==> src/hw/rtl/assert_macros.svh <==
// Concurrent assertion helpers, clocked on i_clk, off while i_rst_n is low.
`ifndef ASSERT_MACROS_SVH
`define ASSERT_MACROS_SVH

// Consequent checked in the same cycle as the antecedent.
`define ASSERT_SAME(lbl, ante, cons, msg) \
    lbl: assert property (@(posedge i_clk) disable iff (!i_rst_n) (ante) |-> (cons)) \
        else $error(msg);

// Consequent checked in the cycle after the antecedent.
`define ASSERT_NEXT(lbl, ante, cons, msg) \
    lbl: assert property (@(posedge i_clk) disable iff (!i_rst_n) (ante) |=> (cons)) \
        else $error(msg);

`endif

==> src/hw/rtl/lutt_pkg.sv <==
package lutt_pkg;

    localparam int unsigned PIX_W      = 8;
    localparam int unsigned LUM_W      = 24;
    localparam int unsigned SCALE_W    = 20;
    localparam int unsigned TINT_W     = 24;
    localparam int unsigned CFG_IDX_W  = 2;
    localparam int unsigned PROD_W     = SCALE_W + LUM_W;
    localparam int unsigned FIFO_DEPTH = 4;
    localparam int unsigned FIFO_PTR_W = 2;
    localparam int unsigned FIFO_CNT_W = 3;
    localparam int unsigned DIV_STEPS  = 21;
    localparam int unsigned DIV_CNT_W  = 5;
    localparam int unsigned NUM_W      = 40;
    localparam int unsigned NCH        = 3;

    localparam logic [CFG_IDX_W-1:0] CFG_ENABLE = 2'd0;
    localparam logic [CFG_IDX_W-1:0] CFG_INVERT = 2'd1;
    localparam logic [CFG_IDX_W-1:0] CFG_BLEND  = 2'd2;
    localparam logic [CFG_IDX_W-1:0] CFG_TINT   = 2'd3;

    localparam logic [1:0] BLEND_REPLACE = 2'd0;
    localparam logic [1:0] BLEND_ADD     = 2'd1;
    localparam logic [1:0] BLEND_AVG     = 2'd2;

    localparam logic [15:0] LUMA_WR = 16'd13933;
    localparam logic [15:0] LUMA_WG = 16'd46871;
    localparam logic [15:0] LUMA_WB = 16'd4732;

    localparam logic [LUM_W-1:0]   LUMA_FULL   = 24'hFF0000;
    localparam logic [SCALE_W-1:0] SCALE_UNITY = 20'h10000;
    localparam logic [SCALE_W-1:0] SCALE_MAX   = 20'hFFFFF;
    localparam logic [TINT_W-1:0]  TINT_RESET  = 24'hFFFFFF;
    localparam logic [PIX_W-1:0]   PIX_MAX     = 8'hFF;

    typedef struct packed {
        logic [PIX_W-1:0] in_red;
        logic [PIX_W-1:0] in_green;
        logic [PIX_W-1:0] in_blue;
        logic             in_last;
    } t_req;

    typedef struct packed {
        logic [PIX_W-1:0] out_red;
        logic [PIX_W-1:0] out_green;
        logic [PIX_W-1:0] out_blue;
        logic             out_last;
    } t_rsp;

    typedef struct packed {
        logic       enable;
        logic       invert_luma;
        logic [1:0] blend_select;
    } t_cfg;

    typedef struct packed {
        t_req             pix;
        logic [LUM_W-1:0] lum;
    } t_work;

    typedef struct packed {
        logic [SCALE_W-1:0] red;
        logic [SCALE_W-1:0] green;
        logic [SCALE_W-1:0] blue;
    } t_scales;

    function automatic logic [LUM_W-1:0] luma(input logic [PIX_W-1:0] r,
                                              input logic [PIX_W-1:0] g,
                                              input logic [PIX_W-1:0] b);
        logic [LUM_W+1:0] s;
        s = (26'(LUMA_WR) * 26'(r)) + (26'(LUMA_WG) * 26'(g)) + (26'(LUMA_WB) * 26'(b));
        return s[LUM_W-1:0];
    endfunction

endpackage

==> src/hw/rtl/lutt_fifo.sv <==
module lutt_fifo (
    input  logic              i_clk,
    input  logic              i_rst_n,
    input  logic              i_push,
    input  lutt_pkg::t_work   i_data,
    output logic              o_full,
    input  logic              i_pop,
    output logic              o_valid,
    output lutt_pkg::t_work   o_data
);

    lutt_pkg::t_work                    r_mem [lutt_pkg::FIFO_DEPTH];
    logic [lutt_pkg::FIFO_PTR_W-1:0]    r_wr_ptr;
    logic [lutt_pkg::FIFO_PTR_W-1:0]    r_rd_ptr;
    logic [lutt_pkg::FIFO_CNT_W-1:0]    r_count;
    logic                               do_push;
    logic                               do_pop;

    assign o_full  = (r_count == lutt_pkg::FIFO_CNT_W'(lutt_pkg::FIFO_DEPTH));
    assign o_valid = (r_count != '0);
    assign do_push = i_push && !o_full;
    assign do_pop  = i_pop && o_valid;

    always_ff @(posedge i_clk) begin
        if (!i_rst_n) begin
            r_wr_ptr <= '0;
            r_rd_ptr <= '0;
            r_count  <= '0;
        end else begin
            if (do_push) begin
                r_wr_ptr <= r_wr_ptr + 1'b1;
            end
            if (do_pop) begin
                r_rd_ptr <= r_rd_ptr + 1'b1;
            end
            case ({do_push, do_pop})
                2'b10:   r_count <= r_count + 1'b1;
                2'b01:   r_count <= r_count - 1'b1;
                default: r_count <= r_count;
            endcase
        end
    end

    always_ff @(posedge i_clk) begin
        if (do_push) begin
            r_mem[r_wr_ptr] <= i_data;
        end
    end

    assign o_data = r_mem[r_rd_ptr];

endmodule

==> config.mk <==
export PLATFORM = sky130hd
export DESIGN_NAME = lutt_fifo
export DESIGN_NICKNAME = d
export VERILOG_FILES = /design/src/hw/rtl/assert_macros.svh /design/src/hw/rtl/lutt_pkg.sv /design/src/hw/rtl/lutt_fifo.sv
export SDC_FILE = /design/constraint.sdc
export NUM_CORES = 1
export LEC_CHECK = 0
export BUFFER_PORTS_ARGS = -buffer_cell sky130_fd_sc_hd__buf_4
export CAP_MARGIN = 25
export CORE_MARGIN = 1.5
export CORE_UTILIZATION = 25
export CTS_CLUSTER_SIZE = 20
export DETAILED_ROUTE_END_ITERATION = 12
export PLACE_DENSITY = 0.48
export RECOVER_POWER = 25
export SLEW_MARGIN = 15
export SYNTH_ARGS = -nofsm -noshare
export SYNTH_HDL_FRONTEND = slang
export SYNTH_SLANG_ARGS = --single-unit
==> constraint.sdc <==
create_clock -name i_clk -period 5 [get_ports i_clk]
set_clock_uncertainty 0.15 [all_clocks]
set_input_delay 1 -clock i_clk [delete_from_list [all_inputs] [get_ports i_clk]]
set_output_delay 1 -clock i_clk [all_outputs]
set_load 0.01 [all_outputs]
==> summary.md <==
| Metric | Value |
|---|---|
| CTS tree | done |
| Most common cell in the synthesized netlist | edfxtp_1 |
| Mean Syn Cell Area | 24.6 um2 |
| Worst slew pin tran | 0.973 ns |
| Rows | 63 |
| Vias | 3431 |
| Total wire length | 14600 um |
| Hold_buf cts | 0 |
| Input/output buffers | 103 |
| Sum Neg Setup Slack | 0 ns |
| Post-route ant nets | 0 |
| Ys flop type | edfxtp_1 |
| I/O pin cnt | 104 |
| Worst Path Required | 3.85 ns |
| Max cap viols | 0 |
| Layout Nets | 485 |
| TritonRoute pass-1 iters | 4 |
| Wire length per cell | 17.5 um |
| Layout cells sized above 1 | 35.8% |
| Pwr Density | 527 nW/um2 |
| Fill cells | 2854 |
| Post-synthesis async set-or-reset flop share | 0% |
| Core area | 29700 um2 |
| Ys Warns | 0 |
| Max-slew violations | 0 |
| Die Span X | 177 um |
| Post-DP HPWL | 8260 um |
| Top cell type's share of synthesized area | 77.7% |
| Post-synth top area cell | edfxtp_1 |
| R2r startpoint | r_count[2] |
| Drt drc | 0 |
| Period utilization | 73.2% |
| Layout area overhead | 24.2% |
| Post-synthesis cell count | 308 |
| Clock sink count | 205 |
| Unique cell type count in the Yosys netlist | 25 |
| Design area | 9410 um2 |
| Tot GR Track Use | 9.31% |
| Placed Area | 8770 um2 |
| Starting Density | 25.5% |
| Reg area | 6070 um2 |
| GRT met1 Usage | 11.0% |
| Top post-synthesis cells by area | edfxtp_1, mux4_2, dfxtp_1 |
| Die area | 31400 um2 |
| Crit. End Element | primary output |
| Seq cells post-synth | 205 |
| Worst-Skew Late Latency | 0.50 ns |
| Maximum number of pins on one net before global-route repair | 50 |
| Worst-path clk slew | 0.06 ns |
| Status | finished, final reports clean |
| Max-slew headroom | 35.1% |
| Num CTS Buffers | 23 |
| Setup violations, final | 0 |
| First-pass GRT wire length | 21900 um |
| Vias in the first global route | 3832 |
| RSZ-0062 raised after global routing | false |
| EDFF count, synth | 196 |
| Die height | 177 um |
| Final GP Congestion | 0.626 |
| Top post-synthesis cells by count | edfxtp_1, mux4_2, dfxtp_1 |
| GR Layer Usage met2 | 16.5% |
| Synthesized area | 7580 um2 |
| Multi-input logic area | 1400 um2 |
| HP Class | reg -> reg |
| VDD IR max | 0.000242 V |
| Post-CTS Setup Inserts | 0 |
| Kind of critical path | reg -> out |
| Post-layout min period | 3.66 ns |
| Initial antenna violation count | 0 |
| DR iter-0 viols | 174 |
| Routed vias/inst | 4.13 |
| Met3 usage | 2.43% |
| Critical Path AT | 2.51 ns |
| Fin. Hold Viols | 0 |
| H-tree levels | 1 |
| Layout Cells excl Fill | 831 |
| CTS Buffer Depth | 3 |
| Pleak | 0.00303 uW |
| # resized after CTS | 0 |
| Register area share after synthesis | 80.1% |
| Root buffer cell | clkbuf_16 |
| Ant. Diodes | 0 |
| Min-Delay Startpoint | r_wr_ptr[0] |
| GR peak layer | met2 |
| Critical Path Fanout Max | 32 |
| Placed Cells | 791 |
| Maximum achievable frequency | 0.273 GHz |
| CP startpoint kind | register |
| Syn_nets | 367 |
| Total gr overflow | 0 |
-- critical path: stages, from the launching register on --
cell     delay (ns)
dfxtp_2        0.97
buf_4          0.47
mux4_2         0.38
buf_4          0.16
-- through the flow --
step | worst slack, ns | util, % | hold slack (ns) | total power (uW)
after detailed placement | 1.81 | 29.5 | 0.361 | 3350
after global placement | 1.84 | 29.5 | 0.326 | 3330
after global routing | 1.24 | 31.7 | 0.406 | 5190
after floorplan | 1.89 | - | 0.318 | 2880
after CTS | 1.25 | 32.1 | 0.369 | 5080
final | 1.34 | 31.7 | 0.362 | 4950
-- registers in the layout (all words and copies together), names as in the netlist, named ones only --
signal / flops
r_mem: 196
r_wr_ptr: 2
r_count: 3
r_rd_ptr: 2
-- final cells by class --
class | instances | area share [%]
Clock buffer | 26 | 6.24
Clock inverter | 14 | 1.86
Inverter | 6 | 0.239
Multi-Input combinational cell | 84 | 14.8
Sequential cell | 205 | 64.5
Tap cell | 390 | 5.19
Timing Repair Buffer | 106 | 7.10
-- metal layers --
| layer | part of all wire [%] | up-vias |
|---|---|---|
| li1 | - | 1525 |
| met1 | 41 | 1797 |
| met2 | 51 | 81 |
| met3 | 5.3 | 28 |
| met4 | 3.0 | 0 |
| met5 | 0 | - |
-- power by group --
| group | internal [uW] | switching [uW] |
|---|---|---|
| logic | 587 | 501 |
| registers | 2080 | 94.6 |
| clock network | 1050 | 646 |
| total | 3710 | 1240 |
-- logic make-up after synthesis --
group / Yosys count / synth area share (%)
AOI/OAI and AO/OA: 5 / 0.463
buffers and inverters: 19 / 1.65
xor gates and xnor gates: 4 / 0.463
adders and majority gates: 6 / 1.09
DFF: 205 / 80.1
and+or+nand+nor: 18 / 1.34
muxes: 51 / 14.9
-- path summary, 6_finish.rpt --
check	end	slack, ns	cells after the start
worst max register to register	r_count[2]	2.45	9
worst min register to register	r_wr_ptr[0]	0.36	2
worst min-delay path	r_wr_ptr[0]	0.36	2
worst max-delay path	o_data[21]	1.34	3
-- cell usage in the layout (no fill, tap or decap), types with 2 or more instances in the layout --
| master | netlist | routed |
|---|---|---|
| ha_1 | 5 | 5 |
| clkbuf_1 | 2 | 37 |
| edfxtp_1 | 196 | 196 |
| inv_6 | 0 | 2 |
| nor2b_1 | 3 | 3 |
| nand2_1 | 5 | 5 |
| clkinv_2 | 0 | 3 |
| mux2i_1 | 2 | 2 |
| dfxtp_1 | 9 | 7 |
| and2_4 | 0 | 4 |
| and2_1 | 7 | 3 |
| buf_4 | 3 | 72 |
| xnor2_1 | 3 | 3 |
| clkinv_1 | 0 | 4 |
| inv_1 | 6 | 6 |
| clkbuf_16 | 0 | 23 |
| or3_1 | 2 | 2 |
| o21ai_0 | 2 | 2 |
| mux4_1 | 2 | 2 |
| mux4_2 | 47 | 47 |
| bufinv_16 | 0 | 4 |
(Power assumes the default switching activity.)
