[config.mk]
export PLATFORM = sky130hd
export DESIGN_NAME = lutt_back
export DESIGN_NICKNAME = d
export VERILOG_FILES = /design/src/hw/rtl/assert_macros.svh /design/src/hw/rtl/lutt_pkg.sv /design/src/hw/rtl/lutt_back.sv
export SDC_FILE = /design/constraint.sdc
export NUM_CORES = 2
export LEC_CHECK = 0
export BUFFER_PORTS_ARGS = -buffer_cell sky130_fd_sc_hd__clkbuf_2
export CAP_MARGIN = 20
export CORE_AREA = 4 4 308 310
export CTS_BUF_LIST = sky130_fd_sc_hd__clkbuf_8
export DETAILED_ROUTE_END_ITERATION = 10
export DIE_AREA = 0 0 312 314
export GPL_TIMING_DRIVEN = 1
export PLACE_DENSITY = 0.86
export SYNTH_ARGS = -nofsm -noshare
export SYNTH_HDL_FRONTEND = slang
export SYNTH_SLANG_ARGS = --single-unit
[constraint.sdc]
create_clock -name i_clk -period 7.4 [get_ports i_clk]
set_clock_uncertainty 0.15 [all_clocks]
set_input_delay 0.74 -clock i_clk [delete_from_list [all_inputs] [get_ports i_clk]]
set_output_delay 0.74 -clock i_clk [all_outputs]
set_load 0.005 [all_outputs]
[src/hw/rtl/assert_macros.svh]
// Concurrent assertion helpers, clocked on i_clk, off while i_rst_n is low.
`ifndef ASSERT_MACROS_SVH
`define ASSERT_MACROS_SVH

// Consequent checked in the same cycle as the antecedent.
`define ASSERT_SAME(lbl, ante, cons, msg) \
    lbl: assert property (@(posedge i_clk) disable iff (!i_rst_n) (ante) |-> (cons)) \
        else $error(msg);

// Consequent checked in the cycle after the antecedent.
`define ASSERT_NEXT(lbl, ante, cons, msg) \
    lbl: assert property (@(posedge i_clk) disable iff (!i_rst_n) (ante) |=> (cons)) \
        else $error(msg);

`endif

[src/hw/rtl/lutt_pkg.sv]
package lutt_pkg;

    localparam int unsigned PIX_W      = 8;
    localparam int unsigned LUM_W      = 24;
    localparam int unsigned SCALE_W    = 20;
    localparam int unsigned TINT_W     = 24;
    localparam int unsigned CFG_IDX_W  = 2;
    localparam int unsigned PROD_W     = SCALE_W + LUM_W;
    localparam int unsigned FIFO_DEPTH = 4;
    localparam int unsigned FIFO_PTR_W = 2;
    localparam int unsigned FIFO_CNT_W = 3;
    localparam int unsigned DIV_STEPS  = 21;
    localparam int unsigned DIV_CNT_W  = 5;
    localparam int unsigned NUM_W      = 40;
    localparam int unsigned NCH        = 3;

    localparam logic [CFG_IDX_W-1:0] CFG_ENABLE = 2'd0;
    localparam logic [CFG_IDX_W-1:0] CFG_INVERT = 2'd1;
    localparam logic [CFG_IDX_W-1:0] CFG_BLEND  = 2'd2;
    localparam logic [CFG_IDX_W-1:0] CFG_TINT   = 2'd3;

    localparam logic [1:0] BLEND_REPLACE = 2'd0;
    localparam logic [1:0] BLEND_ADD     = 2'd1;
    localparam logic [1:0] BLEND_AVG     = 2'd2;

    localparam logic [15:0] LUMA_WR = 16'd13933;
    localparam logic [15:0] LUMA_WG = 16'd46871;
    localparam logic [15:0] LUMA_WB = 16'd4732;

    localparam logic [LUM_W-1:0]   LUMA_FULL   = 24'hFF0000;
    localparam logic [SCALE_W-1:0] SCALE_UNITY = 20'h10000;
    localparam logic [SCALE_W-1:0] SCALE_MAX   = 20'hFFFFF;
    localparam logic [TINT_W-1:0]  TINT_RESET  = 24'hFFFFFF;
    localparam logic [PIX_W-1:0]   PIX_MAX     = 8'hFF;

    typedef struct packed {
        logic [PIX_W-1:0] in_red;
        logic [PIX_W-1:0] in_green;
        logic [PIX_W-1:0] in_blue;
        logic             in_last;
    } t_req;

    typedef struct packed {
        logic [PIX_W-1:0] out_red;
        logic [PIX_W-1:0] out_green;
        logic [PIX_W-1:0] out_blue;
        logic             out_last;
    } t_rsp;

    typedef struct packed {
        logic       enable;
        logic       invert_luma;
        logic [1:0] blend_select;
    } t_cfg;

    typedef struct packed {
        t_req             pix;
        logic [LUM_W-1:0] lum;
    } t_work;

    typedef struct packed {
        logic [SCALE_W-1:0] red;
        logic [SCALE_W-1:0] green;
        logic [SCALE_W-1:0] blue;
    } t_scales;

    function automatic logic [LUM_W-1:0] luma(input logic [PIX_W-1:0] r,
                                              input logic [PIX_W-1:0] g,
                                              input logic [PIX_W-1:0] b);
        logic [LUM_W+1:0] s;
        s = (26'(LUMA_WR) * 26'(r)) + (26'(LUMA_WG) * 26'(g)) + (26'(LUMA_WB) * 26'(b));
        return s[LUM_W-1:0];
    endfunction

endpackage

[src/hw/rtl/lutt_back.sv]
module lutt_back (
    input  logic               i_clk,
    input  logic               i_rst_n,
    input  logic               i_q_valid,
    input  lutt_pkg::t_work    i_q_work,
    output logic               o_q_pop,
    input  lutt_pkg::t_cfg     i_cfg,
    input  lutt_pkg::t_scales  i_scales,
    output logic               o_empty,
    input  logic               i_pop,
    output lutt_pkg::t_rsp     o_rsp
);

    logic                              r_a_valid;
    lutt_pkg::t_req                    r_a_pix;
    logic [lutt_pkg::PROD_W-1:0]       r_a_prod [lutt_pkg::NCH];
    logic                              r_b_valid;
    lutt_pkg::t_rsp                    r_b_rsp;

    logic                              a_ready;
    logic                              b_ready;
    logic [lutt_pkg::SCALE_W-1:0]      scale  [lutt_pkg::NCH];
    logic [lutt_pkg::PIX_W-1:0]        px     [lutt_pkg::NCH];
    logic [lutt_pkg::PROD_W:0]         rsum   [lutt_pkg::NCH];
    logic [12:0]                       tfull  [lutt_pkg::NCH];
    logic [lutt_pkg::PIX_W-1:0]        tone   [lutt_pkg::NCH];
    logic [lutt_pkg::PIX_W:0]          psum   [lutt_pkg::NCH];
    logic [lutt_pkg::PIX_W-1:0]        res    [lutt_pkg::NCH];
    lutt_pkg::t_rsp                    n_rsp;

    assign scale[0] = i_scales.red;
    assign scale[1] = i_scales.green;
    assign scale[2] = i_scales.blue;
    assign px[0]    = r_a_pix.in_red;
    assign px[1]    = r_a_pix.in_green;
    assign px[2]    = r_a_pix.in_blue;

    assign b_ready = !r_b_valid || i_pop;
    assign a_ready = !r_a_valid || b_ready;
    assign o_q_pop = i_q_valid && a_ready;

    always_comb begin
        for (int k = 0; k < lutt_pkg::NCH; k++) begin
            rsum[k]  = (lutt_pkg::PROD_W + 1)'(r_a_prod[k]) + (lutt_pkg::PROD_W + 1)'(33'h080000000);
            tfull[k] = rsum[k][lutt_pkg::PROD_W:32];
            tone[k]  = (tfull[k] > 13'(lutt_pkg::PIX_MAX)) ? lutt_pkg::PIX_MAX
                                                          : tfull[k][lutt_pkg::PIX_W-1:0];
            psum[k]  = (lutt_pkg::PIX_W + 1)'(px[k]) + (lutt_pkg::PIX_W + 1)'(tone[k]);
            if (!i_cfg.enable) begin
                res[k] = px[k];
            end else begin
                case (i_cfg.blend_select)
                    lutt_pkg::BLEND_REPLACE: res[k] = tone[k];
                    lutt_pkg::BLEND_ADD:     res[k] = psum[k][lutt_pkg::PIX_W] ? lutt_pkg::PIX_MAX
                                                      : psum[k][lutt_pkg::PIX_W-1:0];
                    lutt_pkg::BLEND_AVG:     res[k] = psum[k][lutt_pkg::PIX_W:1];
                    default:                 res[k] = px[k];
                endcase
            end
        end
        n_rsp.out_red   = res[0];
        n_rsp.out_green = res[1];
        n_rsp.out_blue  = res[2];
        n_rsp.out_last  = r_a_pix.in_last;
    end

    always_ff @(posedge i_clk) begin
        if (!i_rst_n) begin
            r_a_valid <= 1'b0;
            r_b_valid <= 1'b0;
        end else begin
            if (a_ready) begin
                r_a_valid <= i_q_valid;
            end
            if (b_ready) begin
                r_b_valid <= r_a_valid;
            end
        end
    end

    always_ff @(posedge i_clk) begin
        if (o_q_pop) begin
            r_a_pix <= i_q_work.pix;
            for (int k = 0; k < lutt_pkg::NCH; k++) begin
                r_a_prod[k] <= lutt_pkg::PROD_W'(scale[k]) * lutt_pkg::PROD_W'(i_q_work.lum);
            end
        end
        if (b_ready && r_a_valid) begin
            r_b_rsp <= n_rsp;
        end
    end

    assign o_empty = !r_b_valid;
    assign o_rsp   = r_b_rsp;

endmodule
==> impl_results.md <==
* CTS Buffer Depth at 2
* Cell mode on critical path: fa_1
* Design area at between 50,000 and 60,000 µm²
* DR pass1 iterations at 7
* Number of synthesized flops with an enable pin at ~90
* Ys Warns at 0
* Top_reg_cell synth: edfxtp_1
* Die area at 98,000 µm²
* Core box area at between 90,000 and 100,000 µm²
* Clk slew on worst S/H paths at 0.12 ns
* Slew headroom at 37.4%
* Row count at 111
* Worst path max stage delay at 0.55 ns
* Latest clock arrival within the worst-skew pair at 0.44 ns
* Unrepaired setup endpoints after global routing: false
* Max Clk Rate at roughly 140 MHz
* Syn Inst Count at 5,532
* I/O pins at about 140
* Final std cells w/o fill at 6,891
* Die Y at 314 µm
* Path depth of the worst reg2reg path at 16
* Mapped Nets at approximately 7,300
* Ys async rst share at 0%
* Sequential Area at 2710 µm²
* First-pass GRT wire length at 220 mm
* Post-route minimum period at ~7.1 ns
* Hpwl dp at roughly 110 mm
* Min-delay worst type: flop to flop
* Synth Register Bits at 91
* Antenna viol nets, final at 0
* Initial core utilization at 54.8%
* Largest net degree at the start of global routing at 65
* DR iter-0 viols at around 3,400
* Worst setup EP type: flop
* Num CTS Buffers at 9
* Vias in the first global route at 43,540
* Critical Path Source Type: input port
* # clock sinks at just over 90
* Fraction of layout cells with a size suffix above 1 at 8.37%
* WL final at 132 mm
* CTS tree: done
* Critical-path cell list: clkbuf_2 -> buf_4 -> buf_4 -> and2_1 -> fa_1 -> inv_1 -> fa_1 -> fa_1 -> inv_1 -> fa_1 -> fa_1 -> fa_1 -> inv_1 -> fa_1 -> inv_1 -> ha_1 -> buf_4 -> nand4_1 -> or3_1 -> o221a_2 -> o31ai_1 -> a21oi_1 -> xnor2_1
* Vias per cell at between 5 and 6
* WS Path Type: input port to flop
* Final Cycle Share at 96.2%
* Setup repair bufs after CTS at 0
* CTS HTree Levels at 3
* Average wire per standard cell at 19.2 µm
* Clock Tree Root: clkbuf_8
* Cell Area, Synth at 50,300 µm²
* Max Cap Violations at 0
* Crit-path slowest cell: fa_1
* Final global-route overflow total at 0
* Final setup violation count at 0
* Syn_area_per_cell at 9.09 µm²
* Placed instance area at approximately 54,000 µm²
* CP Buf/Inv Count at 8
* Delay-heaviest family, CP: adder cells
* Die X at 312 µm
* Placer congestion estimate at 0.960
* Nets at ~7,500
* Area of the multi-input gates at 41,500 µm²
* Seq/Total Area, Yosys at 5.40%
* Crit. path cell count at 23
* Hold path depth at 0
* GRT Util Overall at approximately 28%
* Initial antenna violation count at 12
* I/O Buffers at 142
* Detailed-route via count at 38,842
* Synth-to-layout area growth at 8.08%
* Worst endpoint data arrival time at approximately 7.2 ns
* Cell Count Post-Placement at just under 7,000
* Critical path peak fanout at 11
* Slew Viols, Final at 0
* Status: complete, no violations
* Fin. Hold Viols at 0
* Unique cell type count in the Yosys netlist at 69
* Least-Margin Pin Slew at between 0.9 and 1 ns
* Fillers at between 7,000 and 8,000
* Drc violations at 0
* Req. time, crit path at 7.49 ns
-- cells in the final DEF, fill, tap and decap left out, types with 11 or more instances in the layout --
cell         n
xor2_1      30
xnor2_1     53
nor2_1      55
edfxtp_1    89
clkbuf_2   137
o21bai_1    12
nor3_1      18
and2_1     759
nand2_1    746
fa_1      1176
inv_1     1328
nand3_1     38
o21a_1      19
ha_1       483
buf_12      35
a31oi_1     23
nand2b_1    13
buf_4      257
o21ai_0     62
nand4_1     23
a21o_1      54
and3_1      16
o22ai_1     11
a21oi_1     92
-- cells in the mapped netlist (all sizes together) (3+ instances only) --
library cell	count	area share, %
o22ai	11	0.14
and2	759	9.4
or2	4	0.050
a21oi	93	0.93
nand3	38	0.38
inv	1328	9.9
a211o	7	0.12
o21ai	68	0.68
nand2	747	5.6
nand4	23	0.29
edfxtp	89	5.3
or3	5	0.062
a221oi	7	0.12
o21bai	12	0.18
o221ai	8	0.14
o41ai	3	0.067
a21boi	6	0.090
a211oi	10	0.15
o21a	20	0.30
a2111oi	5	0.10
o311ai	3	0.052
o221a	3	0.067
and3	16	0.20
ha	483	12
a21o	54	0.81
o211ai	7	0.10
fa	1176	47
clkbuf	289	2.2
o31ai	6	0.090
xor2	30	0.52
a31oi	23	0.29
xnor2	53	0.92
and4	10	0.17
nor3	18	0.18
a311oi	3	0.052
nor2	55	0.41
a221o	6	0.12
nor2b	11	0.14
nand2b	13	0.16
-- cell families after synthesis --
kind of cell	share of synthesized area [%]
compound gates	4.87
xor+xnor	1.45
mux	0.0622
buf+inv	12.1
flops	5.40
fa+ha+maj	58.9
simple gates	17.3
-- per-layer routing --
layer | wire length [µm] | track usage (%)
met3 | 15200 | 6.58
met2 | 62200 | 46.3
met1 | 48900 | 35.6
met4 | 5820 | 11.2
met5 | 53 | 0
-- sequential cells by signal, indices dropped and copies added (netlist names) --
signal and flops:
o_rsp 25, n_rsp 1, r_b_valid 1, r_a_prod 39, r_a_valid 1, px 24
-- worst paths after layout --
check | from | to | slack [ns]
max | i_q_work[10] | r_a_prod[0][33] | 0.28
min | n_rsp[0] | o_rsp[0] | 0.30
max reg2reg | r_a_prod[0][75] | o_rsp[15] | 2.41
min reg2reg | n_rsp[0] | o_rsp[0] | 0.30
-- timing repair --
| action | 4_1_cts | 5_1_grt |
|---|---|---|
| resized for setup | 1 | 22 |
| pin swaps | 0 | 2 |
| hold buffers | 0 | 0 |
| endpoints found under the setup margin | 1 | 18 |
| endpoints found under the hold margin | 0 | 0 |
-- final cells by class --
| cell class | instances | share of cell area (%) |
|---|---|---|
| sequential | 91 | 4.99 |
| clock inverter | 7 | 0.138 |
| timing repair buffer | 439 | 6.29 |
| tap | 1186 | 2.73 |
| antenna | 8 | 0.0369 |
| multi-input combinational | 3822 | 76.4 |
| clock buffer | 9 | 0.228 |
| inverter | 1329 | 9.18 |
-- stage by stage --
| step | hold WS [ns] | TNS [ns] | setup WS [ns] | util, % |
|---|---|---|---|---|
| 2_1_floorplan | 0.250 | 0 | 0.272 | - |
| 3_5_place_dp | 0.263 | -6.85 | -0.476 | 59.0 |
| 5_1_grt | 0.308 | 0 | 0.00877 | 59.3 |
| 3_3_place_gp | 0.257 | -2.99 | -0.325 | 59.0 |
| 6_report | 0.295 | 0 | 0.281 | 59.3 |
| 4_1_cts | 0.299 | 0 | 0.0652 | 59.2 |
Power is not shown: default switching activity piles up to over one toggle a cycle in this logic, so the estimate is an artifact.
