===== config.mk =====
export PLATFORM = sky130hd
export DESIGN_NAME = lutt_scale
export DESIGN_NICKNAME = d
export VERILOG_FILES = /design/src/hw/rtl/assert_macros.svh /design/src/hw/rtl/lutt_pkg.sv /design/src/hw/rtl/lutt_scale.sv
export SDC_FILE = /design/constraint.sdc
export NUM_CORES = 1
export LEC_CHECK = 0
export ABC_CLOCK_PERIOD_IN_PS = 10600
export BUFFER_PORTS_ARGS = -buffer_cell sky130_fd_sc_hd__buf_2
export CORE_ASPECT_RATIO = 0.6
export CORE_MARGIN = 2
export CORE_UTILIZATION = 55
export CTS_CLUSTER_DIAMETER = 150
export DETAILED_ROUTE_END_ITERATION = 8
export HOLD_SLACK_MARGIN = 0.03
export PLACE_DENSITY = 0.72
export SYNTH_ARGS = -nofsm -noshare
export SYNTH_HDL_FRONTEND = slang
export SYNTH_SLANG_ARGS = --single-unit
export TNS_END_PERCENT = 50

===== constraint.sdc =====
create_clock -name i_clk -period 10.6 [get_ports i_clk]
set_clock_uncertainty 0.15 [all_clocks]
set_input_delay 2.65 -clock i_clk [delete_from_list [all_inputs] [get_ports i_clk]]
set_output_delay 2.65 -clock i_clk [all_outputs]
set_load 0.1 [all_outputs]

===== src/hw/rtl/assert_macros.svh =====
// Concurrent assertion helpers, clocked on i_clk, off while i_rst_n is low.
`ifndef ASSERT_MACROS_SVH
`define ASSERT_MACROS_SVH

// Consequent checked in the same cycle as the antecedent.
`define ASSERT_SAME(lbl, ante, cons, msg) \
    lbl: assert property (@(posedge i_clk) disable iff (!i_rst_n) (ante) |-> (cons)) \
        else $error(msg);

// Consequent checked in the cycle after the antecedent.
`define ASSERT_NEXT(lbl, ante, cons, msg) \
    lbl: assert property (@(posedge i_clk) disable iff (!i_rst_n) (ante) |=> (cons)) \
        else $error(msg);

`endif


===== src/hw/rtl/lutt_pkg.sv =====
package lutt_pkg;

    localparam int unsigned PIX_W      = 8;
    localparam int unsigned LUM_W      = 24;
    localparam int unsigned SCALE_W    = 20;
    localparam int unsigned TINT_W     = 24;
    localparam int unsigned CFG_IDX_W  = 2;
    localparam int unsigned PROD_W     = SCALE_W + LUM_W;
    localparam int unsigned FIFO_DEPTH = 4;
    localparam int unsigned FIFO_PTR_W = 2;
    localparam int unsigned FIFO_CNT_W = 3;
    localparam int unsigned DIV_STEPS  = 21;
    localparam int unsigned DIV_CNT_W  = 5;
    localparam int unsigned NUM_W      = 40;
    localparam int unsigned NCH        = 3;

    localparam logic [CFG_IDX_W-1:0] CFG_ENABLE = 2'd0;
    localparam logic [CFG_IDX_W-1:0] CFG_INVERT = 2'd1;
    localparam logic [CFG_IDX_W-1:0] CFG_BLEND  = 2'd2;
    localparam logic [CFG_IDX_W-1:0] CFG_TINT   = 2'd3;

    localparam logic [1:0] BLEND_REPLACE = 2'd0;
    localparam logic [1:0] BLEND_ADD     = 2'd1;
    localparam logic [1:0] BLEND_AVG     = 2'd2;

    localparam logic [15:0] LUMA_WR = 16'd13933;
    localparam logic [15:0] LUMA_WG = 16'd46871;
    localparam logic [15:0] LUMA_WB = 16'd4732;

    localparam logic [LUM_W-1:0]   LUMA_FULL   = 24'hFF0000;
    localparam logic [SCALE_W-1:0] SCALE_UNITY = 20'h10000;
    localparam logic [SCALE_W-1:0] SCALE_MAX   = 20'hFFFFF;
    localparam logic [TINT_W-1:0]  TINT_RESET  = 24'hFFFFFF;
    localparam logic [PIX_W-1:0]   PIX_MAX     = 8'hFF;

    typedef struct packed {
        logic [PIX_W-1:0] in_red;
        logic [PIX_W-1:0] in_green;
        logic [PIX_W-1:0] in_blue;
        logic             in_last;
    } t_req;

    typedef struct packed {
        logic [PIX_W-1:0] out_red;
        logic [PIX_W-1:0] out_green;
        logic [PIX_W-1:0] out_blue;
        logic             out_last;
    } t_rsp;

    typedef struct packed {
        logic       enable;
        logic       invert_luma;
        logic [1:0] blend_select;
    } t_cfg;

    typedef struct packed {
        t_req             pix;
        logic [LUM_W-1:0] lum;
    } t_work;

    typedef struct packed {
        logic [SCALE_W-1:0] red;
        logic [SCALE_W-1:0] green;
        logic [SCALE_W-1:0] blue;
    } t_scales;

    function automatic logic [LUM_W-1:0] luma(input logic [PIX_W-1:0] r,
                                              input logic [PIX_W-1:0] g,
                                              input logic [PIX_W-1:0] b);
        logic [LUM_W+1:0] s;
        s = (26'(LUMA_WR) * 26'(r)) + (26'(LUMA_WG) * 26'(g)) + (26'(LUMA_WB) * 26'(b));
        return s[LUM_W-1:0];
    endfunction

endpackage


===== src/hw/rtl/lutt_scale.sv =====
module lutt_scale (
    input  logic                         i_clk,
    input  logic                         i_rst_n,
    input  logic                         i_start,
    input  logic [lutt_pkg::TINT_W-1:0]  i_tint,
    output logic                         o_busy,
    output lutt_pkg::t_scales            o_scales
);

    typedef enum logic [3:0] {
        S_IDLE = 4'b0001,
        S_LUMA = 4'b0010,
        S_LOAD = 4'b0100,
        S_DIV  = 4'b1000
    } t_state;

    t_state                              r_state;
    logic [lutt_pkg::DIV_CNT_W-1:0]      r_cnt;
    logic [lutt_pkg::LUM_W-1:0]          r_lt;
    logic [lutt_pkg::LUM_W-1:0]          r_rem   [lutt_pkg::NCH];
    logic [lutt_pkg::DIV_STEPS-1:0]      r_num   [lutt_pkg::NCH];
    logic [lutt_pkg::DIV_STEPS-1:0]      r_quo   [lutt_pkg::NCH];
    logic                                r_ovf   [lutt_pkg::NCH];
    logic [lutt_pkg::SCALE_W-1:0]        r_scale [lutt_pkg::NCH];

    logic [lutt_pkg::PIX_W-1:0]          chan    [lutt_pkg::NCH];
    logic [lutt_pkg::NUM_W-1:0]          numer   [lutt_pkg::NCH];
    logic [lutt_pkg::LUM_W:0]            rem_sh  [lutt_pkg::NCH];
    logic                                ge      [lutt_pkg::NCH];
    logic [lutt_pkg::DIV_STEPS-1:0]      quo_fin [lutt_pkg::NCH];
    logic [lutt_pkg::SCALE_W-1:0]        n_scale [lutt_pkg::NCH];
    logic                                last_step;

    assign chan[0] = i_tint[23:16];
    assign chan[1] = i_tint[15:8];
    assign chan[2] = i_tint[7:0];

    assign last_step = (r_cnt == lutt_pkg::DIV_CNT_W'(lutt_pkg::DIV_STEPS - 1));

    always_comb begin
        for (int k = 0; k < lutt_pkg::NCH; k++) begin
            numer[k]   = {chan[k], 32'd0} + lutt_pkg::NUM_W'(r_lt[lutt_pkg::LUM_W-1:1]);
            rem_sh[k]  = {r_rem[k], r_num[k][lutt_pkg::DIV_STEPS-1]};
            ge[k]      = (rem_sh[k] >= (lutt_pkg::LUM_W + 1)'(r_lt));
            quo_fin[k] = {r_quo[k][lutt_pkg::DIV_STEPS-2:0], ge[k]};
            if (r_lt == '0) begin
                n_scale[k] = '0;
            end else if (r_ovf[k] || quo_fin[k][lutt_pkg::DIV_STEPS-1]) begin
                n_scale[k] = lutt_pkg::SCALE_MAX;
            end else begin
                n_scale[k] = quo_fin[k][lutt_pkg::SCALE_W-1:0];
            end
        end
    end

    always_ff @(posedge i_clk) begin
        if (!i_rst_n) begin
            r_state <= S_IDLE;
            r_cnt   <= '0;
            for (int k = 0; k < lutt_pkg::NCH; k++) begin
                r_scale[k] <= lutt_pkg::SCALE_UNITY;
            end
        end else if (i_start) begin
            r_state <= S_LUMA;
        end else begin
            case (r_state)
                S_IDLE: begin
                    r_state <= S_IDLE;
                end
                S_LUMA: begin
                    r_state <= S_LOAD;
                end
                S_LOAD: begin
                    r_cnt   <= '0;
                    r_state <= S_DIV;
                end
                S_DIV: begin
                    r_cnt <= r_cnt + 1'b1;
                    if (last_step) begin
                        for (int k = 0; k < lutt_pkg::NCH; k++) begin
                            r_scale[k] <= n_scale[k];
                        end
                        r_state <= S_IDLE;
                    end
                end
                default: begin
                    r_state <= S_IDLE;
                end
            endcase
        end
    end

    always_ff @(posedge i_clk) begin
        if (r_state == S_LUMA) begin
            r_lt <= lutt_pkg::luma(chan[0], chan[1], chan[2]);
        end
        for (int k = 0; k < lutt_pkg::NCH; k++) begin
            if (r_state == S_LOAD) begin
                r_rem[k] <= lutt_pkg::LUM_W'(numer[k][lutt_pkg::NUM_W-1:lutt_pkg::DIV_STEPS]);
                r_ovf[k] <= (lutt_pkg::LUM_W'(numer[k][lutt_pkg::NUM_W-1:lutt_pkg::DIV_STEPS])
                             >= r_lt);
                r_num[k] <= numer[k][lutt_pkg::DIV_STEPS-1:0];
                r_quo[k] <= '0;
            end else if (r_state == S_DIV) begin
                r_rem[k] <= ge[k] ? lutt_pkg::LUM_W'(rem_sh[k] - (lutt_pkg::LUM_W + 1)'(r_lt))
                                  : rem_sh[k][lutt_pkg::LUM_W-1:0];
                r_num[k] <= {r_num[k][lutt_pkg::DIV_STEPS-2:0], 1'b0};
                r_quo[k] <= quo_fin[k];
            end
        end
    end

    assign o_busy         = (r_state != S_IDLE);
    assign o_scales.red   = r_scale[0];
    assign o_scales.green = r_scale[1];
    assign o_scales.blue  = r_scale[2];

endmodule


==> impl_metrics.yaml <==
status:
  status: "complete, no violations"
sta:
  fin_setup_tns_ns: 0
  grt_setup_unrepaired: "false"
  finalHoldViolCount: 0
  slew_headroom_pct: 27.3
  tightestPinTransition_ns: 1.09
  finalCritPeriodShare_pct: 93.1
  whs_ns: 0.358
  fmax_mhz: 101
  setup_violations: 0
  min_period_ns: 9.87
  slew_violations: 0
global_routing:
  grt_pass1_vias: 16000
  antenna_found_initial: 0
  grt.overflow.total: 0
  track_usage_pct: 28.0
  grt_pass1_wl_um: 91500
  grt_max_degree: 87
drt:
  routed_wl_um: 58100
  vias_per_cell: 6.01
  drt_drc_violations_left: 0
  via_count: 16300
  drtIter0Drc: 1773
  firstDrtPassIters: 6
  ant_nets: 0
  wl_per_cell_um: 21.4
synth:
  synth.largest_area_cell: "edfxtp_1"
  postSynthAreaPerCell_sq_um: 10.4
  ys_seq_area_share_pct: 36.3
  synth_ff_type: "edfxtp_1"
  syn_nets: 2529
  syn_area_sq_um: 22100
  synth_edf_count: 260
  synth_seq_cells: 270
  yosysWarnings: 0
  async_flop_share_pct: 0
  synth_top_cell_area_share_pct: 35.4
  ys_top_cells_by_area: "edfxtp_1 (35%), ha_1 (14%), fa_1 (13%)"
  syn_inst: 2119
  ys_types: 79
worst_setup_path:
  reg2reg_from: "r_lt[1]"
  worstRegToRegCells: 10
  critical_path.endpoint: "r_lt[21]"
  crit_required_ns: 10.80
  r2r_slack_ns: 6.17
  worst-setup-path-type: "input pin to flip-flop"
  r2r_end: "r_rem[0][18]"
  cp_max_fo: 6
  endpoint_kind: "flip-flop"
  cp-start-kind: "input pin"
  worstSetupStartpoint: "i_tint[5]"
  cp.arrival_ns: 10.07
clock_tree:
  clkLatencyLatePin_ns: 0.56
  cts.htree.levels: 1
  cts_resized: 0
  cts_tree: "done"
  cts_setup_buffers: 0
  cts.sinks: 270
  clock_path_buffers: 3
  clk_pin_slew_ns: 0.07
  cts_hold_buf: 0
  cts_buffers: 25
  root_buffer: "clkbuf_16"
layout:
  areaGrowthSynthToFinish_pct: 8.34
  num-nets-final: 2587
  fillerInstances: 3181
  antenna_cells: 0
  drive_gt1_share_pct: 8.20
die:
  die_h_um: 159
  die_w_um: 263
  ioPinCount: 88
  dieArea_sq_um: 41800
  initial_core_util_pct: 56.2
  core_area_sq_um: 39300
  rows: 56
job:
  max_cap_violations: 0
placed_design:
  io_buffers: 87
  gp_congestion: 0.991
  hpwlAfterDp_um: 44300
hold_path:
  hold_path.class: "flip-flop to flip-flop"
-- flip-flops by register name, summed over array words and instances (netlist names) --
register,count
r_lt,24
r_num,42
r_rem,72
r_cnt,5
r_state,4
r_quo,60
r_ovf,3
r_scale,60
-- how the worst min path moves through the flow --
stage / startpoint / endpoint / slack, ns / depth (start not counted)
floorplan: r_num[2][0] / r_num[2][0] / 0.31 / 2
global placement: r_num[2][0] / r_num[2][0] / 0.32 / 2
detailed placement: r_cnt[4] / r_cnt[4] / 0.35 / 2
CTS: r_cnt[4] / r_cnt[4] / 0.37 / 2
global route: r_num[0][12] / r_num[0][13] / 0.39 / 2
finish: r_cnt[4] / r_cnt[4] / 0.36 / 2
-- cell usage in the layout (no fill, tap or decap), types with 14 or more instances in the layout --
cell type  synthesis  routed
nor2b_1           19      18
and2_1            69      69
a21oi_1          103     103
nand2b_1          20      20
nand2_1          119     119
a211oi_1          21      21
buf_4              1      14
o21ai_0           88      88
edfxtp_1         260     260
nand3_1           53      53
nor3_1            41      41
buf_2             12      87
o211ai_1          21      21
nor2_1            94      94
nand4_1           21      21
clkbuf_16          0      25
a22o_1            20      20
xnor2_1           54      54
a31oi_1           22      22
ha_1             243     243
a21o_1            37      37
fa_1             140     140
xor2_1            20      20
and3_1            19      19
mux2i_1           21      21
inv_1            301     300
o21a_1            73      73
-- cell usage after synthesis (all sizes together) (10+ instances only) --
cell type / n
a211oi: 22
a21o: 37
a21oi: 104
a22o: 20
a31oi: 22
and2: 69
and3: 19
buf: 22
clkbuf: 48
dfxtp: 10
edfxtp: 260
fa: 140
ha: 243
inv: 301
mux2i: 21
nand2: 119
nand2b: 20
nand3: 53
nand4: 21
nor2: 94
nor2b: 20
nor3: 41
o211ai: 21
o21a: 73
o21ai: 93
o31ai: 12
or2: 11
or3: 10
xnor2: 54
xor2: 20
-- kinds of logic after synthesis --
family / after synthesis / synth area share (%)
compound gates: 479 / 14.7
simple gates: 518 / 12.1
flops: 270 / 36.3
fa+ha+maj: 383 / 26.5
mux: 24 / 1.14
buf+inv: 371 / 6.46
xor+xnor: 74 / 2.94
-- layout make-up --
type | count | area (sq um) | area share, %
sequential | 270 | 8010 | 33.5
clock inverter | 15 | 258 | 1.08
timing repair buffer | 101 | 541 | 2.26
tap | 522 | 653 | 2.73
multi-input combinational | 1478 | 12700 | 53.0
clock buffer | 29 | 641 | 2.68
inverter | 301 | 1130 | 4.74
-- critical path, stage by stage --
cell and delay [ns]:
buf_2 0.17, inv_1 0.10, fa_1 0.67, inv_1 0.09, fa_1 0.49, fa_1 0.52
fa_1 0.52, ha_1 0.38, o21a_1 0.15, nor2_1 0.05, a211oi_1 0.25, nand3b_1 0.18
nand2_1 0.08, xnor2_1 0.15, ha_1 0.30, inv_1 0.05, fa_1 0.65, fa_1 0.49
fa_1 0.56, inv_1 0.04, ha_1 0.36, a21o_1 0.21, a21o_1 0.18, a21oi_1 0.16
o21ai_1 0.19, o311ai_0 0.40
-- per-layer routing --
layer	part of all wire, %	track usage [%]	vias up
met5	0.29	2.82	-
met4	1.1	3.53	2
met3	12	10.3	49
met2	39	37.7	676
met1	47	43.4	7991
li1	-	-	7615
-- stage by stage --
| step | util (%) | area [sq um] | std cells | setup WS (ns) |
|---|---|---|---|---|
| floorplan | - | 22100 | 2119 | 1.26 |
| detailed placement | 58.6 | 23000 | 2672 | 0.259 |
| global placement | 58.6 | 23000 | 2672 | 0.579 |
| CTS | 60.9 | 23900 | 2716 | 0.823 |
| finish | 60.9 | 23900 | 2716 | 0.730 |
| global route | 60.9 | 23900 | 2716 | 0.394 |
Power is left out: the tool's default activity adds up to more than one toggle a clock period on the data nets, which glitch-free logic cannot reach.
