### src/hw/rtl/assert_macros.svh
// Concurrent assertion helpers, clocked on i_clk, off while i_rst_n is low.
`ifndef ASSERT_MACROS_SVH
`define ASSERT_MACROS_SVH

// Consequent checked in the same cycle as the antecedent.
`define ASSERT_SAME(lbl, ante, cons, msg) \
    lbl: assert property (@(posedge i_clk) disable iff (!i_rst_n) (ante) |-> (cons)) \
        else $error(msg);

// Consequent checked in the cycle after the antecedent.
`define ASSERT_NEXT(lbl, ante, cons, msg) \
    lbl: assert property (@(posedge i_clk) disable iff (!i_rst_n) (ante) |=> (cons)) \
        else $error(msg);

`endif

### src/hw/rtl/lutt_pkg.sv
package lutt_pkg;

    localparam int unsigned PIX_W      = 8;
    localparam int unsigned LUM_W      = 24;
    localparam int unsigned SCALE_W    = 20;
    localparam int unsigned TINT_W     = 24;
    localparam int unsigned CFG_IDX_W  = 2;
    localparam int unsigned PROD_W     = SCALE_W + LUM_W;
    localparam int unsigned FIFO_DEPTH = 4;
    localparam int unsigned FIFO_PTR_W = 2;
    localparam int unsigned FIFO_CNT_W = 3;
    localparam int unsigned DIV_STEPS  = 21;
    localparam int unsigned DIV_CNT_W  = 5;
    localparam int unsigned NUM_W      = 40;
    localparam int unsigned NCH        = 3;

    localparam logic [CFG_IDX_W-1:0] CFG_ENABLE = 2'd0;
    localparam logic [CFG_IDX_W-1:0] CFG_INVERT = 2'd1;
    localparam logic [CFG_IDX_W-1:0] CFG_BLEND  = 2'd2;
    localparam logic [CFG_IDX_W-1:0] CFG_TINT   = 2'd3;

    localparam logic [1:0] BLEND_REPLACE = 2'd0;
    localparam logic [1:0] BLEND_ADD     = 2'd1;
    localparam logic [1:0] BLEND_AVG     = 2'd2;

    localparam logic [15:0] LUMA_WR = 16'd13933;
    localparam logic [15:0] LUMA_WG = 16'd46871;
    localparam logic [15:0] LUMA_WB = 16'd4732;

    localparam logic [LUM_W-1:0]   LUMA_FULL   = 24'hFF0000;
    localparam logic [SCALE_W-1:0] SCALE_UNITY = 20'h10000;
    localparam logic [SCALE_W-1:0] SCALE_MAX   = 20'hFFFFF;
    localparam logic [TINT_W-1:0]  TINT_RESET  = 24'hFFFFFF;
    localparam logic [PIX_W-1:0]   PIX_MAX     = 8'hFF;

    typedef struct packed {
        logic [PIX_W-1:0] in_red;
        logic [PIX_W-1:0] in_green;
        logic [PIX_W-1:0] in_blue;
        logic             in_last;
    } t_req;

    typedef struct packed {
        logic [PIX_W-1:0] out_red;
        logic [PIX_W-1:0] out_green;
        logic [PIX_W-1:0] out_blue;
        logic             out_last;
    } t_rsp;

    typedef struct packed {
        logic       enable;
        logic       invert_luma;
        logic [1:0] blend_select;
    } t_cfg;

    typedef struct packed {
        t_req             pix;
        logic [LUM_W-1:0] lum;
    } t_work;

    typedef struct packed {
        logic [SCALE_W-1:0] red;
        logic [SCALE_W-1:0] green;
        logic [SCALE_W-1:0] blue;
    } t_scales;

    function automatic logic [LUM_W-1:0] luma(input logic [PIX_W-1:0] r,
                                              input logic [PIX_W-1:0] g,
                                              input logic [PIX_W-1:0] b);
        logic [LUM_W+1:0] s;
        s = (26'(LUMA_WR) * 26'(r)) + (26'(LUMA_WG) * 26'(g)) + (26'(LUMA_WB) * 26'(b));
        return s[LUM_W-1:0];
    endfunction

endpackage

### src/hw/rtl/lutt_front.sv
module lutt_front (
    input  logic              i_clk,
    input  logic              i_rst_n,
    input  logic              i_push,
    input  lutt_pkg::t_req    i_req,
    input  lutt_pkg::t_cfg    i_cfg,
    input  logic              i_q_ready,
    output logic              o_ready,
    output logic              o_valid,
    output lutt_pkg::t_work   o_work
);

    logic                          r_valid;
    lutt_pkg::t_work               r_work;
    lutt_pkg::t_work               n_work;
    logic [lutt_pkg::LUM_W-1:0]    lum;

    assign lum = lutt_pkg::luma(i_req.in_red, i_req.in_green, i_req.in_blue);

    always_comb begin
        n_work.pix = i_req;
        n_work.lum = i_cfg.invert_luma ? (lutt_pkg::LUMA_FULL - lum) : lum;
    end

    assign o_ready = !r_valid || i_q_ready;

    always_ff @(posedge i_clk) begin
        if (!i_rst_n) begin
            r_valid <= 1'b0;
        end else if (o_ready) begin
            r_valid <= i_push;
        end
    end

    always_ff @(posedge i_clk) begin
        if (i_push && o_ready) begin
            r_work <= n_work;
        end
    end

    assign o_valid = r_valid;
    assign o_work  = r_work;

endmodule

### config.mk
export PLATFORM = sky130hd
export DESIGN_NAME = lutt_front
export DESIGN_NICKNAME = d
export VERILOG_FILES = /design/src/hw/rtl/assert_macros.svh /design/src/hw/rtl/lutt_pkg.sv /design/src/hw/rtl/lutt_front.sv
export SDC_FILE = /design/constraint.sdc
export NUM_CORES = 1
export LEC_CHECK = 0
export BUFFER_PORTS_ARGS = -buffer_cell sky130_fd_sc_hd__buf_2
export CAP_MARGIN = 30
export CORE_UTILIZATION = 60
export DETAILED_ROUTE_END_ITERATION = 8
export PLACE_DENSITY_LB_ADDON = 0.25
export RECOVER_POWER = 25
export SLEW_MARGIN = 10
export SYNTH_ARGS = -nofsm -noshare
export SYNTH_HDL_FRONTEND = slang
export SYNTH_SLANG_ARGS = --single-unit
### constraint.sdc
create_clock -name i_clk -period 20.3 [get_ports i_clk]
set_clock_uncertainty 0.05 [all_clocks]
set_input_delay 1.015 -clock i_clk [delete_from_list [all_inputs] [get_ports i_clk]]
set_output_delay 1.015 -clock i_clk [all_outputs]
set_load 0.02 [all_outputs]
==> results.md, run 1 <==
* Run status: completed
* GRT overflow at 0
* Period utilization at between 40% and 50%
* Critical path capture point type: flop
* Largest net degree at the start of global routing at 39
* Least-Margin Pin Slew at ~0.99 ns
* Clock Sinks at 50
* Hold_buf cts at 0
* Slew HR at 34.2%
* Most common cell after layout, fill and taps aside: inv_1
* Post-CTS repair timing setup buffer count at 0
* Layout area overhead at 8.66%
* Hold_ws at around 0.47 ns
* Unrepaired setup endpoints after global routing: no
* Residual DRC at 0
* Initial antenna violation count at 0
* IO Pins at 84
* Core ar. at between 10000 and 15000 um^2
* CP Launch Type: input port
* Synth Instances at 830
* GPL Wtd Cong at ~0.89
* Share of post-route cells with drive strength above 1 at 9.74%
* Row Count at 43
* Highest clock rate at about 110 MHz
* Worst-path clk slew at about 0.070 ns
* Top Metal Used: met4
* DR vias at between 5000 and 6000
* DR WL met3 at 807 um
* Root Buffer Master: clkbuf_16
* Cell area after synthesis at between 8000 and 9000 um^2
* Final Hold Viols at 0
* First-pass GRT wire length at around 29 mm
* Setup TNS at 0 ns
* CP Data Required Time at ~20 ns
* Clk_lat worst skew at around 0.30 ns
* Gr usage total at 25.4%
* Initial DRC count at about 380
* Cell mode on critical path: fa_1
* Post-synth ARST share at 0%
* Ys flop type: edfxtp_1
* Post-Syn Nets at around 1100
* Yosys warnings at 0
* Die H at between 100 and 150 um
* Met1 Routed Length at 7.63 mm
* Number of register bits inferred by synthesis at 50
* Vias in the first global route at 5906
* Syn avg cell area at 10.4 um^2
* Area post-placement at 9270 um^2
* Max stage delay on crit path at a little under 0.6 ns
* Crit path time final at 9.45 ns
* Routed vias/inst at 5.43
* Seq/Total Area, Yosys at between 10% and 20%
* NumNets Final at between 1000 and 1500
* Design area at roughly 9400 um^2
* N_diodes at 0
* Worst Slack Setup Final at 10.85 ns
* Drt pass-1 iters at 5
* Commonest non-fill, non-tap cells in the layout: inv_1, ha_1, fa_1
* Antenna Nets Post-Route at 0
* Final setup fails at 0
* Routed WL at approximately 17 mm
* EDFF count, synth at around 50
* Num CTS Buffers at 5
* Crit path max fanout at 6
* Crit Path Class: input port to flop
* Post-DP HPWL at roughly 15 mm
* Max Cap Viol at 0
* Initial core utilization at between 60 and 70%
* CTS H-tree lvls at 2
* Pre-CTS setup slack at between 10 and 15 ns
* I/O Buffers at 80
* Met2 WL at between 8 and 9 mm
* CTS Buffer Depth at 2
* Die ar. at roughly 15000 um^2
* CTS tree: yes
* Slew Limit Fails at 0
* Post-cts sizing count at 0
* Worst Path Arrival at between 9 and 10 ns
* Drt wl/cell at ~16 um
* Synth cell types at 62
* Die W at 122 um
* CP max-delay cell: fa_1
* Class of the worst hold path: flop to flop
-- layout make-up --
type	instances	area, um^2
timing repair buffer	81	390
clock inverter	3	43.8
sequential	50	1490
multi-input combinational	544	6260
tap	180	225
fill	1143	4590
clock buffer	5	125
inverter	231	867
-- worst paths after layout --
path / cells past startpoint / to / start / slack [ns]
worst min-delay path: 2 / o_valid / o_valid / 0.47
worst max register to register: 3 / o_work[18] / o_valid / 18.43
worst min register to register: 2 / o_valid / o_valid / 0.47
worst max-delay path: 31 / o_work[23] / i_req[4] / 10.85
-- synthesized netlist by cell type (4+ instances only) --
library cell,number,area [um^2]
xor2_1,12,105
edfxtp_1,49,1470
nor2_1,22,82.6
nand3_1,9,45.0
o21ai_0,26,130
inv_1,231,867
a21o_1,5,37.5
nand2b_1,4,25.0
nand4_1,4,25.0
a211oi_1,4,30.0
or3_1,4,25.0
xnor2_1,37,324
a21oi_1,25,125
nor3_1,10,50.1
nor4_1,4,25.0
ha_1,144,1800
o211ai_1,4,30.0
nand2_1,34,128
o31ai_1,6,45.0
fa_1,138,2760
-- routing by layer --
metal  vias up  global-route usage (%)
met3        21                    2.81
met4         0                    7.93
met2       151                    41.8
li1       2834                       -
met5         -                       0
met1      2931                    35.4
-- worst max-delay path: cells and delay by family --
kind | cells | cell delay (ns)
adders and majority gates | 10 | 4.42
AOI/OAI and AO/OA | 3 | 0.64
xor gates and xnor gates | 3 | 0.55
buffers and inverters | 6 | 0.58
and+or+nand+nor | 9 | 2.20
-- sequential cells by signal, indices dropped and copies added, names as in the netlist --
| signal | cells |
|---|---|
| o_work | 49 |
| o_valid | 1 |
-- kinds of logic (layout without fill, tap and decap cells) --
kind of cell             Yosys count  count (layout)  share of synthesized area, %
AND/OR/NAND/NOR                  107             107                          6.06
buffers and inverters            236             320                          10.4
multiplexers                       1               1                         0.116
flip-flops                        50              50                          17.2
AO/OA/AOI/OAI                    104             104                          8.27
adder cells (fa/ha/maj)          282             282                          52.7
XOR/XNOR                          50              50                          5.15
-- per-stage QoR --
step	cells	util, %
global placement	1085	66.1
detailed placement	1086	66.2
global route	1094	67.2
CTS	1094	67.4
finish	1094	67.2
floorplan	830	-
Power of run 1 is not shown: default switching activity piles up to over one toggle a cycle in this logic, so the estimate is an artifact.
==> run 2, diff against run 1 <==
--- a/config.mk
+++ b/config.mk
@@ -7,7 +7,7 @@
 export LEC_CHECK = 0
 export BUFFER_PORTS_ARGS = -buffer_cell sky130_fd_sc_hd__buf_2
 export CAP_MARGIN = 30
-export CORE_UTILIZATION = 60
+export CORE_UTILIZATION = 56
 export DETAILED_ROUTE_END_ITERATION = 8
 export PLACE_DENSITY_LB_ADDON = 0.25
 export RECOVER_POWER = 25
==> constraint.sdc (replaced) <==
create_clock -name i_clk -period 8.1 [get_ports i_clk]
set_clock_uncertainty 0.05 [all_clocks]
set_input_delay 0.405 -clock i_clk [delete_from_list [all_inputs] [get_ports i_clk]]
set_output_delay 0.405 -clock i_clk [all_outputs]
set_load 0.02 [all_outputs]
==> results.md, run 2 (synthesis results as in run 1) <==
* Share of post-route cells with drive strength above 1 at about a fifth
* Most common cell after layout, fill and taps aside: inv_1
* CP max-delay cell: fa_1
* Residual DRC at 0
* GPL Wtd Cong at about 0.96
* Post-DP HPWL at ~16 mm
* Row Count at 45
* I/O Buffers at 80
* Die W at between 100 and 150 um
* Final Hold Viols at 0
* CTS tree: yes
* Setup TNS at 0 ns
* Clock Sinks at 50
* Clk_lat worst skew at roughly 0.30 ns
* Crit path time final at 7.95 ns
* Least-Margin Pin Slew at 0.832 ns
* Crit Path Class: input port to flop
* CP Launch Type: input port
* Drt pass-1 iters at 4
* Vias in the first global route at 6220
* Core ar. at 15100 um^2
* Run status: completed
* Die H at 126 um
* Slew Limit Fails at 0
* DR vias at 6165
* Commonest non-fill, non-tap cells in the layout: inv_1, ha_1, fa_1
* Routed vias/inst at roughly 5.2
* Initial antenna violation count at 0
* First-pass GRT wire length at about 30 mm
* Initial DRC count at approximately 320
* Class of the worst hold path: input port to flop
* Num CTS Buffers at 5
* GRT overflow at 0
* Worst Path Arrival at ~8.0 ns
* Gr usage total at 24.0%
* CTS Buffer Depth at 2
* Hold_ws at roughly 0.23 ns
* Antenna Nets Post-Route at 0
* Max stage delay on crit path at 0.58 ns
* Max reg flops at 49
* Drt wl/cell at approximately 16 um
* NumNets Final at 1304
* N_diodes at 0
* # fillers at 1160
* Root Buffer Master: clkbuf_16
* Final setup fails at 0
* Period utilization at between 90% and 100%
* Layout area overhead at 17.2%
* Worst-path clk slew at ~0.07 ns
* Initial core utilization at 57.1%
* Highest clock rate at between 100 and 150 MHz
* Routed WL at roughly 18 mm
* Largest net degree at the start of global routing at 50
* Die ar. at 16000 um^2
* Cell mode on critical path: fa_1
* Slew HR at 44.6%
* Final Core Density at between 60% and 70%
* Critical path capture point type: flop
* CTS H-tree lvls at 2
* Crit path max fanout at 3
* CP Data Required Time at roughly 8.1 ns
* Max Cap Viol at 0
* IO Pins at 84
-- run 2: changes by cell type in the layout (fill, tap and decap cells not counted), moves of 5 or more --
| cell | change |
|---|---|
| buf_4 | +72 |
| clkbuf_1 | +8 |
| ha_1 | -5 |
| ha_4 | +5 |
| o21ai_0 | -5 |
-- run 2: critical path, delay by kind of cell --
kind | cells | cell delay [ns]
and+or+nand+nor | 4 | 0.86
buffers and inverters | 6 | 0.61
AOI/OAI and AO/OA | 8 | 1.11
adders and majority gates | 10 | 4.71
xor gates and xnor gates | 2 | 0.29
-- run 2: metrics by stage --
stage | setup slack [ns] | cells | instance area, um^2
after detailed placement | -0.446 | 1167 | 9810
final | 0.151 | 1178 | 10100
after global routing | -0.0685 | 1178 | 10100
after global placement | -0.264 | 1167 | 9810
after CTS | 0.0130 | 1175 | 9980
after floorplan | 0.156 | 830 | 8650
-- run 2: area by class of cell --
cell class | count | area, um^2 | share of cell area [%]
Tap cell | 188 | 235 | 2.32
Clock buffer | 5 | 125 | 1.23
Timing Repair Buffer | 157 | 926 | 9.13
Clock inverter | 3 | 23.8 | 0.234
Inverter | 231 | 867 | 8.55
Sequential cell | 50 | 1490 | 14.7
Multi-Input combinational cell | 544 | 6470 | 63.8
-- run 2: final timing paths --
| path | start | to | slack, ns | cells after the start |
|---|---|---|---|---|
| max reg2reg | o_valid | o_work[18] | 6.59 | 3 |
| min reg2reg | o_valid | o_valid | 0.48 | 2 |
| max | i_req[8] | o_work[22] | 0.15 | 30 |
| min | i_req[0] | o_work[24] | 0.23 | 1 |
-- run 2: timing repair --
item                       4_1_cts  5_1_grt
setup buffers                    0        3
setup endpoints to repair        2        8
hold buffers                     0        0
resized for setup                6       41
pin swaps                        1       22
-- run 2: metal layers --
layer  vias to the layer above  global-route usage, %  share of wire [%]
met5                         -                      0                  0
met4                         0                   7.80                2.6
met1                      3007                   33.0                 45
met3                        28                   3.08                4.4
met2                       154                   39.6                 48
li1                       2976                      -                  -
Power of run 2 is left out for the same reason.
==> run 3, diff against run 2 <==
--- a/config.mk
+++ b/config.mk
@@ -7,7 +7,7 @@
 export LEC_CHECK = 0
 export BUFFER_PORTS_ARGS = -buffer_cell sky130_fd_sc_hd__buf_2
 export CAP_MARGIN = 30
-export CORE_UTILIZATION = 56
+export CORE_UTILIZATION = 60
 export DETAILED_ROUTE_END_ITERATION = 8
 export PLACE_DENSITY_LB_ADDON = 0.25
 export RECOVER_POWER = 25
==> constraint.sdc (replaced) <==
create_clock -name i_clk -period 9.4 [get_ports i_clk]
set_clock_uncertainty 0.05 [all_clocks]
set_input_delay 0.47 -clock i_clk [delete_from_list [all_inputs] [get_ports i_clk]]
set_output_delay 0.47 -clock i_clk [all_outputs]
set_load 0.02 [all_outputs]
==> results.md, run 3 (synthesis results as in run 1) <==
* Least-Margin Pin Slew at about 1.1 ns
* Gr usage total at 25.5%
* GRT overflow at 0
* Initial DRC count at about 310
* IO Pins at 84
* Layout area overhead at 8.72%
* DR vias at just under 6000
* Drt pass-1 iters at 5
* Crit path time final at around 9 ns
* I/O Buffers at 80
* N_diodes at 0
* Die W at about 120 um
* CP Launch Type: input port
* Post-cts sizing count at 0
* Commonest non-fill, non-tap cells in the layout: inv_1, ha_1, fa_1
* CTS H-tree lvls at 2
* Final cell count without fillers at 1094
* Slew Limit Fails at 0
* Area post-placement at ~9300 um^2
* Design area at approximately 9400 um^2
* First-pass GRT wire length at just under 30 mm
* CTS Buffer Depth at 2
* Initial core utilization at between 60% and 70%
* Final setup fails at 0
* Slew HR at roughly 29%
* Largest net degree at the start of global routing at 39
* Routed vias/inst at between 5 and 6
* Share of post-route cells with drive strength above 1 at between 10% and 20%
* Hold_buf cts at 0
* Root Buffer Master: clkbuf_16
* Critical path capture point type: flop
* Placed cells at 1086
* Antenna Nets Post-Route at 0
* Class of the worst hold path: input port to flop
* Num CTS Buffers at 5
* Core ar. at about 14000 um^2
* CP max-delay cell: fa_1
* CP Data Required Time at around 9.4 ns
* Max stage delay on crit path at around 0.60 ns
* Clk_lat worst skew at about 0.30 ns
* Highest clock rate at 114 MHz
* Die H at approximately 120 um
* Max Cap Viol at 0
* Run status: completed
* Post-DP HPWL at roughly 15 mm
* Crit Path Class: input port to flop
* Period utilization at between 90% and 100%
* Setup TNS at 0 ns
* Residual DRC at 0
* Drt wl/cell at roughly 16 um
* Final Hold Viols at 0
* Initial antenna violation count at 0
* Post-CTS repair timing setup buffer count at 0
* Max reg flops at just under 50
* Die ar. at around 15000 um^2
* Clock Sinks at 50
* Most common cell after layout, fill and taps aside: inv_1
* Routed WL at about 17 mm
* NumNets Final at ~1200
* Worst-path clk slew at approximately 0.07 ns
* Unrepaired setup endpoints after global routing: no
* CTS tree: yes
* Worst Path Arrival at 8.74 ns
* Row Count at 43
* Vias in the first global route at around 6000
* GPL Wtd Cong at 0.907
* Cell mode on critical path: fa_1
* Crit path max fanout at 6
run 3: changes by cell type in the layout (fill, tap and decap cells not counted), sizes merged:
cell,previous run,this run
buf,125,61
clkinvlp,2,0
bufinv,0,1
clkinv,0,1
clkbuf,37,25
run 3: worst paths after layout:
check | start | endpoint | slack [ns] | cells past startpoint
setup / recovery | i_req[6] | o_work[23] | 0.66 | 29
setup reg to reg | o_valid | o_work[16] | 7.47 | 3
hold / removal | i_req[0] | o_work[24] | 0.29 | 1
hold reg to reg | o_valid | o_valid | 0.47 | 2
run 3: area by class of cell:
type,instances,area (um^2)
repair buffers,81,395
inverters,231,867
flip-flops and latches,50,1490
clock buffers,5,125
multi-input cells,544,6260
clock inverters,3,43.8
well taps,180,225
fillers,1145,4580
run 3: through the flow:
step	util, %	hold slack [ns]	worst slack [ns]
3_3_place_gp	66.1	0.454	0.613
6_report	67.3	0.292	0.659
3_5_place_dp	66.2	0.467	0.480
5_1_grt	67.3	0.293	0.117
2_1_floorplan	-	0.519	1.39
4_1_cts	67.4	0.286	0.772
run 3: worst max-delay path, delay by kind of cell:
| family | cells | cell delay [ns] |
|---|---|---|
| AND/OR/NAND/NOR | 10 | 2.24 |
| AO/OA/AOI/OAI | 1 | 0.28 |
| buffers and inverters | 5 | 0.62 |
| adder cells (fa/ha/maj) | 10 | 4.57 |
| XOR/XNOR | 3 | 0.53 |
run 3: routing by layer:
metal	routed length (um)	share of wire [%]	track usage [%]
met5	0	0	0
met4	395	2.3	7.24
met3	806	4.6	4.26
met2	8410	48	42.2
met1	7750	45	34.7
Power of run 3 is left out for the same reason.
